===== src/rtl/eqc_pkg.sv =====
`timescale 1ns / 1ps
// ----------------------------------------------------------------------------
// eqc_pkg
// Shared widths, types and the arctangent table for the Euler to quaternion
// converter.
// ----------------------------------------------------------------------------
package eqc_pkg;

   // CORDIC x/y in Q2.30 with headroom, residual angle in 2^40 per turn
   localparam int CW = 34;
   localparam int ZW = 42;
   // t = floor(a*b / 2^30), triple product, part sum
   localparam int TW = 2 * CW - 30;
   localparam int PW = TW + CW;
   localparam int SW = PW + 1;
   localparam int AXES = 3;
   localparam int MAX_STAGES = 32;

   localparam logic signed [CW-1:0] GAIN_Q30 = 34'sd652032874;

   typedef logic signed [CW-1:0] cval_type;
   typedef logic signed [ZW-1:0] zval_type;

   // one beat between CORDIC cells: three axes in parallel
   typedef struct packed {
      cval_type [AXES-1:0] x;
      cval_type [AXES-1:0] y;
      zval_type [AXES-1:0] z;
   } cordic_type;

   // sine/cosine of the three half angles
   typedef struct packed {
      cval_type [AXES-1:0] c;
      cval_type [AXES-1:0] s;
   } trig_type;

   // atan(2^-i) in turns, scaled by 2^40
   function automatic zval_type atan_step(input int idx);
      logic [31:0] t32;
      case (idx)
         0:  t32 = 32'd536870912;
         1:  t32 = 32'd316933406;
         2:  t32 = 32'd167458907;
         3:  t32 = 32'd85004756;
         4:  t32 = 32'd42667331;
         5:  t32 = 32'd21354465;
         6:  t32 = 32'd10679838;
         7:  t32 = 32'd5340245;
         8:  t32 = 32'd2670163;
         9:  t32 = 32'd1335087;
         10: t32 = 32'd667544;
         11: t32 = 32'd333772;
         12: t32 = 32'd166886;
         13: t32 = 32'd83443;
         14: t32 = 32'd41722;
         15: t32 = 32'd20861;
         16: t32 = 32'd10430;
         17: t32 = 32'd5215;
         18: t32 = 32'd2608;
         19: t32 = 32'd1304;
         20: t32 = 32'd652;
         21: t32 = 32'd326;
         22: t32 = 32'd163;
         23: t32 = 32'd81;
         24: t32 = 32'd41;
         25: t32 = 32'd20;
         26: t32 = 32'd10;
         27: t32 = 32'd5;
         28: t32 = 32'd3;
         29: t32 = 32'd1;
         30: t32 = 32'd1;
         default: t32 = 32'd0;
      endcase
      atan_step = zval_type'({t32, 8'd0});
   endfunction

endpackage


===== src/rtl/eqc_cordic_cell.sv =====
`timescale 1ns / 1ps
// ----------------------------------------------------------------------------
// eqc_cordic_cell
// One rotation-mode CORDIC iteration for all three axes, with its own
// valid/ready stage register.
// ----------------------------------------------------------------------------
module eqc_cordic_cell #(
   parameter int STAGE = 0
) (
   input  logic               clock,
   input  logic               reset,
   input  logic               in_valid,
   output logic               in_ready,
   input  eqc_pkg::cordic_type in_data,
   output logic               out_valid,
   input  logic               out_ready,
   output eqc_pkg::cordic_type out_data
);

   localparam eqc_pkg::zval_type DA = eqc_pkg::atan_step(STAGE);

   logic                valid_ff;
   eqc_pkg::cordic_type data_ff;
   eqc_pkg::cordic_type data_in;

   // stage can load when empty or when its beat leaves
   assign in_ready = !valid_ff || out_ready;

   // micro-rotation, direction from sign of residual
   always_comb begin
      for (int a = 0; a < eqc_pkg::AXES; a++) begin
         if (!in_data.z[a][eqc_pkg::ZW-1]) begin
            data_in.x[a] = in_data.x[a] - (in_data.y[a] >>> STAGE);
            data_in.y[a] = in_data.y[a] + (in_data.x[a] >>> STAGE);
            data_in.z[a] = in_data.z[a] - DA;
         end else begin
            data_in.x[a] = in_data.x[a] + (in_data.y[a] >>> STAGE);
            data_in.y[a] = in_data.y[a] - (in_data.x[a] >>> STAGE);
            data_in.z[a] = in_data.z[a] + DA;
         end
      end
   end

   always_ff @(posedge clock) begin
      if (reset) begin
         valid_ff <= 1'b0;
      end else if (in_ready) begin
         valid_ff <= in_valid;
      end
   end

   always_ff @(posedge clock) begin
      if (in_ready && in_valid) begin
         data_ff <= data_in;
      end
   end

   assign out_valid = valid_ff;
   assign out_data  = data_ff;

endmodule


===== config.mk =====
export PLATFORM = sky130hd
export DESIGN_NAME = eqc_cordic_cell
export DESIGN_NICKNAME = d
export VERILOG_FILES = /design/src/rtl/eqc_pkg.sv /design/src/rtl/eqc_cordic_cell.sv
export SDC_FILE = /design/constraint.sdc
export NUM_CORES = 1
export LEC_CHECK = 0
export BUFFER_PORTS_ARGS = -buffer_cell sky130_fd_sc_hd__buf_2
export CAP_MARGIN = 20
export CORE_AREA = 2 2 260 262
export CTS_CLUSTER_SIZE = 30
export DETAILED_ROUTE_END_ITERATION = 8
export DIE_AREA = 0 0 262 264
export SLEW_MARGIN = 20
export SYNTH_ARGS = -nofsm -noshare
export SYNTH_HDL_FRONTEND = slang
export SYNTH_SLANG_ARGS = --single-unit

===== constraint.sdc =====
create_clock -name clock -period 13.2 [get_ports clock]
set_input_delay 1.98 -clock clock [delete_from_list [all_inputs] [get_ports clock]]
set_output_delay 1.98 -clock clock [all_outputs]
set_load 0.05 [all_outputs]

==> run summary, run 1 <==
Relative to the synthesized area, the layout overhead comes to 19.57%. The fraction of post-synthesis cell area in the top cell type by area came out at 0.3581. The most repeated library cell on the critical path was sky130_fd_sc_hd__inv_1.

For this run the aggregate overflow at the end of global routing stands at 0. Top flip-flop cell by instance count after synthesis: sky130_fd_sc_hd__edfxtp_1. The category of the critical setup timing path was input pin to flop. OpenSTA, run right after detailed placement, puts the worst setup slack at 7.657 ns.

The largest clock skew in the final design was 0.02298 ns; the count of antenna-violating nets left after detailed routing was 0. By area the synthesized netlist is led by sky130_fd_sc_hd__edfxtp_1 36%, sky130_fd_sc_hd__ha_1 14%, sky130_fd_sc_hd__a21oi_1 6.6%, sky130_fd_sc_hd__xnor2_1 5.7%, sky130_fd_sc_hd__inv_1 4.3%. The flop and latch count out of synthesis was 328. For the worst-skew pair, the clock arrives at the later sink with an insertion delay of 0.59 ns.

The mean number of vias per cell is 5.681. In this run the critical register-to-register path is launched from out_valid. The slowest stage of the critical path is the sky130_fd_sc_hd__nor3_1 cell. The synthesized area is 27,420 sq um.

The path class of the tightest hold or removal check is flop to flop. Counting every sink on the clock net gives 328. The run gives 0 ns as the accumulated negative setup slack. The run gives 138.9 uV as the largest voltage drop on the vdd net. The pre-antenna-repair detailed-routing pass consisted of 8 iterations. The largest total area in the synthesized netlist belongs to sky130_fd_sc_hd__edfxtp_1.

The yosys synthesis warning count was 0. The max-slew violation total from the final report was 0. The clock period minus worst slack works out to 5.122 ns. Instance count of the mapped netlist: 3,020. The tools report the area of the die as 69,170 sq um. The global-route wire length before repair came out at 148,800 um.

The logs give 2,863 for the count of routing violations after the opening detailed-route iteration and 0.4925 for the core utilization of the finished layout. Measured in cells, the most critical reg-to-reg path has a length of 3. The number of buffers and inverters on the critical path is 4.

For the portion of the post-synthesis area used by sequential elements, the log shows 0.3588. Fill cells in the final layout number 6,423. In this run, post-CTS hold repair placed 0 buffers. Setup slack on the worst reg-to-reg path comes out at 10.70 ns. When the netlist entered floorplanning its net count stood at 3,672. The tools report the capturing point of the worst reg2reg path as out_data[101]. The mean instance size in the synthesized netlist is 9.079 sq um, and the final wirelength is 101,300 um. After synthesis, the netlist uses 84 different library cells.

The ratio of total power to cell area is 123.8 nW/um^2, and the share of the synthesized area in compound gates (AO/OA/AOI/OAI) is 0.2319. The simple logic cell fraction of the synthesized area is 0.1184. The number of buffers on the longest clock path came out at 3. At the worst endpoint, the required time is 13.53 ns. The global-route total usage across every layer was 0.2800.

STA classifies the critical path startpoint as an input pin. For the count of pins on the block boundary, the log shows 666. Once the clock tree was built, the resizer swapped 0 gates to a different size. The synthesized design contains 327 enable-type register cells.

The ratio of final minimum period to clock period is 0.3880, and the final-report hold violation count is 0. The initialized floorplan defines 95 standard-cell rows. The final hold slack is 0.6264 ns.

The tools report the max-slew headroom at the worst pin as 0.2381. The share of async-settable or async-resettable flops after synthesis came out at 0. The number of setup buffers added after CTS is 0. Counting instances, the worst hold path has a depth of 2.

The tool flagged a number of max-cap violations equal to 0. Static leakage power: 14.56 nW. The top achievable clock speed was 195.3 MHz; the die height was 264 um. The transition at the pin with the smallest max-transition slack was 1.143 ns; the data arrival time of the worst path was 5.45 ns. The tools report the initial core utilization as 0.4119. The final layout contains 4,256 nets. Clock tree synthesis selected as its root buffer the cell sky130_fd_sc_hd__clkbuf_16. The logs give 23 for the number of antenna violations at the first check in global routing and 25.70k for the total via count in the routed design. The number of global-route vias before repair was 24.71k.

The worst hold path begins at out_valid. The tools report the standard cell core area as 66,560 sq um. The flow ran to the end, and the final reports show no timing, DRC or antenna violations. STA classifies the critical path endpoint as a flop.

The multiplexer fraction of the synthesized cell area is 0.01351, and the setup slack of the critical path after layout is 8.078 ns. After legalization and detailed placement, the total HPWL measured 80,840 um. Setup violations remaining at the end of the flow were counted as 0.

By area, the combinational part of the netlist is dominated by compound AO/OA/AOI/OAI gates. The congestion estimate from routability-driven global placement came to 0.9777. Setup repair after global routing left no endpoint under its margin. The number of clock buffers added by TritonCTS is 42.

Clock transition at the registers of the reported paths: 0.06 ns. The adder-cell share of the synthesized area is 0.1484, and the largest net degree at the start of global routing is 136. CTS built an H-tree with a depth of 2. The design draws 4.059 mW. The xor/xnor cell area share of the yosys netlist was 0.06420. The number of remaining DRC errors is 0.

The endpoint of the worst hold path was out_valid. The cell class contributing the biggest share of worst-path delay is simple AND/OR/NAND/NOR gates. The layout cell share with drive strength beyond 1 works out to 0.2142. In this run the worst path has a maximum fanout of 14.

TritonCTS built the clock tree. The mean routed wirelength per cell came out at 22.40 um. The die boundary width works out to 262 um. Walking the worst path, the cells encountered are buf_2, inv_1, ha_1, inv_1, nor3_1, nand2_1, nor4_1, a2111oi_0, buf_4, o31ai_1, nand3_1, a32oi_1, xnor2_1. On the worst path, the slowest cell contributes a delay of 0.60 ns. The number of buffers added on ports works out to 665.
worst reg2reg max path, stage by stage (launching register included):
cell                       delay [ns]
sky130_fd_sc_hd__dfxtp_1         0.31
sky130_fd_sc_hd__nand2b_1        0.18
sky130_fd_sc_hd__and2_4          0.65
sky130_fd_sc_hd__buf_4           0.87
routing by layer:
layer	vias to the layer above	routed length, um	global-route usage	share of wire
li1	12050	-	-	-
met1	12060	40070	0.3441	0.40
met2	1355	47590	0.4669	0.47
met3	236	8884	0.06237	0.088
met4	8	4729	0.1252	0.047
met5	-	52	0	0.00051
cell usage in the layout, fill, tap and decap left out, types with 14 or more instances in the layout:
master	n
sky130_fd_sc_hd__o21a_1	25
sky130_fd_sc_hd__o31ai_1	32
sky130_fd_sc_hd__clkbuf_16	42
sky130_fd_sc_hd__o211ai_1	33
sky130_fd_sc_hd__nor2b_1	32
sky130_fd_sc_hd__nand4_1	37
sky130_fd_sc_hd__xnor2_1	178
sky130_fd_sc_hd__a21o_1	66
sky130_fd_sc_hd__a31oi_1	23
sky130_fd_sc_hd__o21ai_0	187
sky130_fd_sc_hd__nor3_1	52
sky130_fd_sc_hd__nor2_1	233
sky130_fd_sc_hd__buf_2	665
sky130_fd_sc_hd__o21bai_1	67
sky130_fd_sc_hd__clkinv_1	14
sky130_fd_sc_hd__inv_1	316
sky130_fd_sc_hd__ha_1	306
sky130_fd_sc_hd__nand3_1	41
sky130_fd_sc_hd__mux2i_1	37
sky130_fd_sc_hd__a21oi_1	360
sky130_fd_sc_hd__or3_1	16
sky130_fd_sc_hd__a2111oi_0	14
sky130_fd_sc_hd__xor2_1	23
sky130_fd_sc_hd__nand2_1	157
sky130_fd_sc_hd__nand2b_1	43
sky130_fd_sc_hd__diode_2	14
sky130_fd_sc_hd__edfxtp_1	327
sky130_fd_sc_hd__nor4_1	21
sky130_fd_sc_hd__a211oi_1	29
sequential cells by signal, indices dropped and copies added (netlist names):
| name | flops |
|---|---|
| out_data | 327 |
| out_valid | 1 |
worst max path at each step:
stage / startpoint / end / slack, ns / cells past startpoint
6_report: in_data[135] / out_data[258] / 8.08 / 13
5_1_grt: in_data[195] / out_data[327] / 8.06 / 12
4_1_cts: in_data[135] / out_data[258] / 8.28 / 13
3_5_place_dp: in_data[135] / out_data[258] / 7.66 / 13
3_3_place_gp: in_data[135] / out_data[258] / 7.61 / 13
2_1_floorplan: out_ready / out_data[0] / 2.57 / 2
synthesized netlist by cell type (41+ instances only):
cell	number
sky130_fd_sc_hd__xnor2_1	178
sky130_fd_sc_hd__clkbuf_1	79
sky130_fd_sc_hd__nand2_1	157
sky130_fd_sc_hd__edfxtp_1	327
sky130_fd_sc_hd__nor3_1	52
sky130_fd_sc_hd__o21ai_0	187
sky130_fd_sc_hd__nor2_1	233
sky130_fd_sc_hd__nand3_1	41
sky130_fd_sc_hd__a21o_1	66
sky130_fd_sc_hd__a21oi_1	360
sky130_fd_sc_hd__o21bai_1	67
sky130_fd_sc_hd__ha_1	306
sky130_fd_sc_hd__inv_1	316
sky130_fd_sc_hd__nand2b_1	43
stage by stage:
| stage | instance area [sq um] | instances |
|---|---|---|
| finish | 32790 | 4524 |
| detailed placement | 31380 | 4433 |
| global route | 32780 | 4522 |
| CTS | 32750 | 4510 |
| floorplan | 27420 | 3020 |
| global placement | 31380 | 4433 |
layout make-up:
| class | count | area (sq um) | share of cell area |
|---|---|---|---|
| flip-flops and latches | 328 | 9839 | 0.3001 |
| clock inverters | 32 | 311.5 | 0.009503 |
| clock buffers | 45 | 1062 | 0.03240 |
| repair buffers | 675 | 3416 | 0.1042 |
| inverters | 326 | 1224 | 0.03732 |
| diodes | 14 | 35.03 | 0.001069 |
| well taps | 873 | 1092 | 0.03332 |
| multi-input cells | 2231 | 15810 | 0.4821 |
power by group:
group          internal [mW]  leakage (nW)  switching, mW
registers               1.31          3.17         0.0398
logic                  0.435          10.7           1.10
clock network          0.671         0.669          0.503
cell families after synthesis:
logic type | after synthesis
flip-flops | 328
XOR/XNOR | 201
AND/OR/NAND/NOR | 682
adder cells (fa/ha/maj) | 318
buffers and inverters | 461
AO/OA/AOI/OAI | 993
multiplexers | 37
No activity file was read; power rests on OpenSTA's default activity.
==> run 2, diff against run 1 <==
ABC_AREA = 1   (was default)
CORE_AREA = 2 2 262 264   (was 2 2 260 262)
DIE_AREA = 0 0 264 266   (was 0 0 262 264)
PLACE_DENSITY = 0.71   (was default)
clock period = 5.2 ns   (was 13.2 ns; I/O delays follow)
==> run 2 against run 1 <==
Routed wire length increased by 25%; first-iteration DRC count increased by 42%; synthesized area grew 16%; sequential cell count unchanged; highest routed layer unchanged; worst setup slack worse by 5.6 ns; largest cell class unchanged.
==> run summary, run 2 <==
Routability-driven placement finished with a final weighted congestion of 1.059. The worst min-delay path class was input pin to flop. The tools report the startpoint of the worst setup timing path as in_data[194].

The layout cell share with drive strength beyond 1 works out to 0.1675. Setup slack on the critical path of the routed design comes to 2.469 ns. The ratio of total power to cell area works out to 280.9 nW/um^2. Setup repair after global routing left no endpoint under its margin. When the netlist entered floorplanning its net count stood at 5,211.

After clock tree synthesis, the clock-pin slew on the worst setup and hold paths is 0.05 ns. Buffers added to address setup during post-CTS repair amount to 0. The most frequent standard cell in the layout excluding fill and tap cells is sky130_fd_sc_hd__nand2_1.

The die height is 266 um, and the yosys synthesis warning count is 0. In this run, the number of DRC markers left after iteration 0 of detailed routing was 4,076. The H-tree generated during clock tree synthesis spans 2 levels.

Uppermost signal routing layer after detailed routing: met5. The tools report the count of pins on the block boundary as 666. The launch point of the worst reg-to-reg path was out_valid. The number of global-route vias before repair was 31.44k. The count of antenna-violating nets left after detailed routing is 0. The detailed-routing iteration count for the pre-antenna-repair pass is 8. The required time at the endpoint of the critical path was 5.52 ns; the fill cell total of the finished layout was 6,732. Clock latency on the worst-skew pair, taken at its later pin, is 0.59 ns.

The clock arrives with 0.02024 ns of skew. The storage element area was 9839 sq um; the top achievable clock speed was 366.2 MHz. In this run the mean area of a mapped cell was 6.985 sq um. Prior to clock tree synthesis, the placed netlist has a worst setup slack of 1.952 ns.

Yosys attributes the largest share of cell area to sky130_fd_sc_hd__edfxtp_1 31%, sky130_fd_sc_hd__nand2_1 14%, sky130_fd_sc_hd__ha_1 12%, sky130_fd_sc_hd__inv_1 7.4%, sky130_fd_sc_hd__nand3_1 6.9%. The tools report the initial core utilization as 0.4701. The tools report the synthesized area as 31,850 sq um. In this run, CTS created clock tree buffers numbering 41.

In this run the deepest clock path goes through 3 buffers. After detailed routing, the wire length on met1 is 52,650 um. In the final layout, the multi-input gates occupy 18,800 sq um.

In the final routed layout, each cell accounts on average for 20.78 um. For this run, design rule violations remaining after detail routing come to 0. The commonest cells after synthesis are 1,216 x sky130_fd_sc_hd__nand2_1, 631 x sky130_fd_sc_hd__inv_1, 436 x sky130_fd_sc_hd__nand3_1. TritonCTS built the clock tree. Summing all placed instances gives a cell area of 35,680 sq um.

The logs give 12,660 um for the met3 layer wire length in the routed design and 22 for the number of antenna violations at the first check in global routing. The run gives 0.3701 as the max-slew headroom at the worst pin. After global routing the overflow that remains totals 0.

The number of distinct standard cells referenced by the synthesized netlist is 51. The flop and latch count out of synthesis was 328; the accumulated negative setup slack was 0 ns. The biggest fanout along the worst timing path was 5; the final-report hold violation count was 0. The analysis attributes to cell leakage a power of 18.67 nW. The run gives 226.7 uV as the largest voltage drop on the vdd net.

The register with the most flip-flops in the layout has 327 of them. The most used flip-flop cell after synthesis is sky130_fd_sc_hd__edfxtp_1. The first global-routing pass estimated 185,000 um of wire. The share of async-settable or async-resettable flops after synthesis works out to 0. The max-slew violation total from the final report was 0; the die boundary width was 264 um.

STA classifies the critical path startpoint as an input pin. The run finished with clean final reports. Post-CTS repair changed the size of 0 cells. The instance count of the mapped netlist was 4,559; the number of buffers added on ports was 665. Total non-filler cell area in the finished layout: 37,020 sq um.

Leaving out fill and tap cells, the most frequent cells in the layout are 1,216 x sky130_fd_sc_hd__nand2_1, 665 x sky130_fd_sc_hd__buf_2, 629 x sky130_fd_sc_hd__inv_1, 436 x sky130_fd_sc_hd__nand3_1, 393 x sky130_fd_sc_hd__a21oi_1. For this block, the via count after detailed routing is 33.94k. The number of maximum-capacitance constraint violations was 0. The net count of the finished layout is 5,803. In this run the most critical hold path is launched from in_data[87].

Entering global routing, the biggest net connects 110 pins. Summed over all nets, wire length on met2 after detailed routing comes to 55,280 um. The worst path in the final design needs a cycle of 2.731 ns, including I/O delays and setup. The data arrival time of the worst path was 3.05 ns; the layout overhead on the synthesized area was 16.24%. The tools report the cell at the root of the clock tree as sky130_fd_sc_hd__clkbuf_16.

The number of setup violations in the final report came out at 0. By instance count, the leading cell after synthesis is sky130_fd_sc_hd__nand2_1. The run gives 96 as the number of rows created at floorplan. The logs give 67,750 sq um for the standard cell core area and 105,000 um for the detailed placer's ending HPWL.

The ratio of final minimum period to clock period is 0.5252, and the mean number of vias per cell is 5.589. The logs give 0.3090 for the portion of the post-synthesis area used by sequential elements and 0 for the post-cts hold buffer count. STA classifies the critical path endpoint as a flop. The critical path is of the input pin to flop type. CTS saw 328 sinks. The die covers 70,220 sq um.

The placed instance count was 5,990. The number of synthesized flops with an enable pin was 327. The filler-free cell count of the finished design came out at 6,072. Summed over all instances, the cell type with the most area after synthesis is sky130_fd_sc_hd__edfxtp_1. The global-route total usage across every layer is 0.3438, and the final wirelength is 126,200 um. The fraction of post-synthesis cell area in the top cell type by area is 0.3083, and the transition at the pin with the smallest max-transition slack is 0.9448 ns.
[run 2: changes by cell type in the layout (fill, tap and decap cells not counted), sizes merged, moves of 92 or more]
cell	previous run	this run
o21ai	197	289
inv	328	653
nor2	233	415
nand3	41	440
nand2	157	1237
xnor2	178	3
[run 2: cells by family (layout without fill, tap and decap cells)]
family,after synthesis,after routing,synth area share
simple gates,2214,2214,0.2943
compound gates,831,831,0.1439
buf+inv,781,1404,0.1010
flops,328,328,0.3090
fa+ha+maj,318,318,0.1278
xor+xnor,84,84,0.02310
mux,3,3,0.0009430
other cells,0,8,0
[run 2: layout make-up]
cell class              count  share of cell area
multi-input cells        3450              0.5079
flip-flops and latches    328              0.2658
repair buffers            678             0.09390
inverters                 652             0.06635
well taps                 882             0.02981
clock buffers              46             0.02822
clock inverters            28            0.007504
diodes                      8           0.0005408
[run 2: final timing paths]
path | to | slack, ns | cells past startpoint
max | out_data[216] | 2.47 | 15
min | out_data[87] | 0.36 | 1
max reg2reg | out_data[214] | 3.54 | 2
min reg2reg | out_valid | 0.57 | 2
[run 2: routing by layer]
metal  up-vias  global-route usage
li1      16150                   -
met1     15700              0.4677
met2      1797              0.5437
met3       274             0.06248
met4        12              0.1313
met5         -                   0
[run 2: worst max-delay path: stages]
cell	delay (ns)
sky130_fd_sc_hd__buf_2	0.12
sky130_fd_sc_hd__ha_1	0.29
sky130_fd_sc_hd__fa_1	0.53
sky130_fd_sc_hd__nand2_1	0.12
sky130_fd_sc_hd__nor2_1	0.05
sky130_fd_sc_hd__nor2_2	0.26
sky130_fd_sc_hd__inv_2	0.09
sky130_fd_sc_hd__nand2_1	0.06
sky130_fd_sc_hd__nand2_1	0.12
sky130_fd_sc_hd__nand2_1	0.12
sky130_fd_sc_hd__nand2_1	0.10
sky130_fd_sc_hd__nand2_1	0.09
sky130_fd_sc_hd__nand3_1	0.11
sky130_fd_sc_hd__nand3_1	0.13
sky130_fd_sc_hd__nand2_1	0.08
[run 2: report_power, final]
group / internal (mW) / switching, mW / leakage [nW]
clock: 1.61 / 1.24 / 0.641
sequential: 3.26 / 0.0850 / 3.18
combinational: 1.07 / 3.12 / 14.8
total: 5.95 / 4.45 / 18.7
[run 2: per-stage QoR]
stage / util / hold WS [ns] / power [mW]
6_report: 0.5464 / 0.3639 / 10.40
5_1_grt: 0.5464 / 0.3331 / 10.87
4_1_cts: 0.5461 / 0.3273 / 10.36
3_5_place_dp: 0.5266 / 0.5496 / 7.482
3_3_place_gp: 0.5266 / 0.5173 / 7.469
2_1_floorplan: - / 0.8491 / 6.287
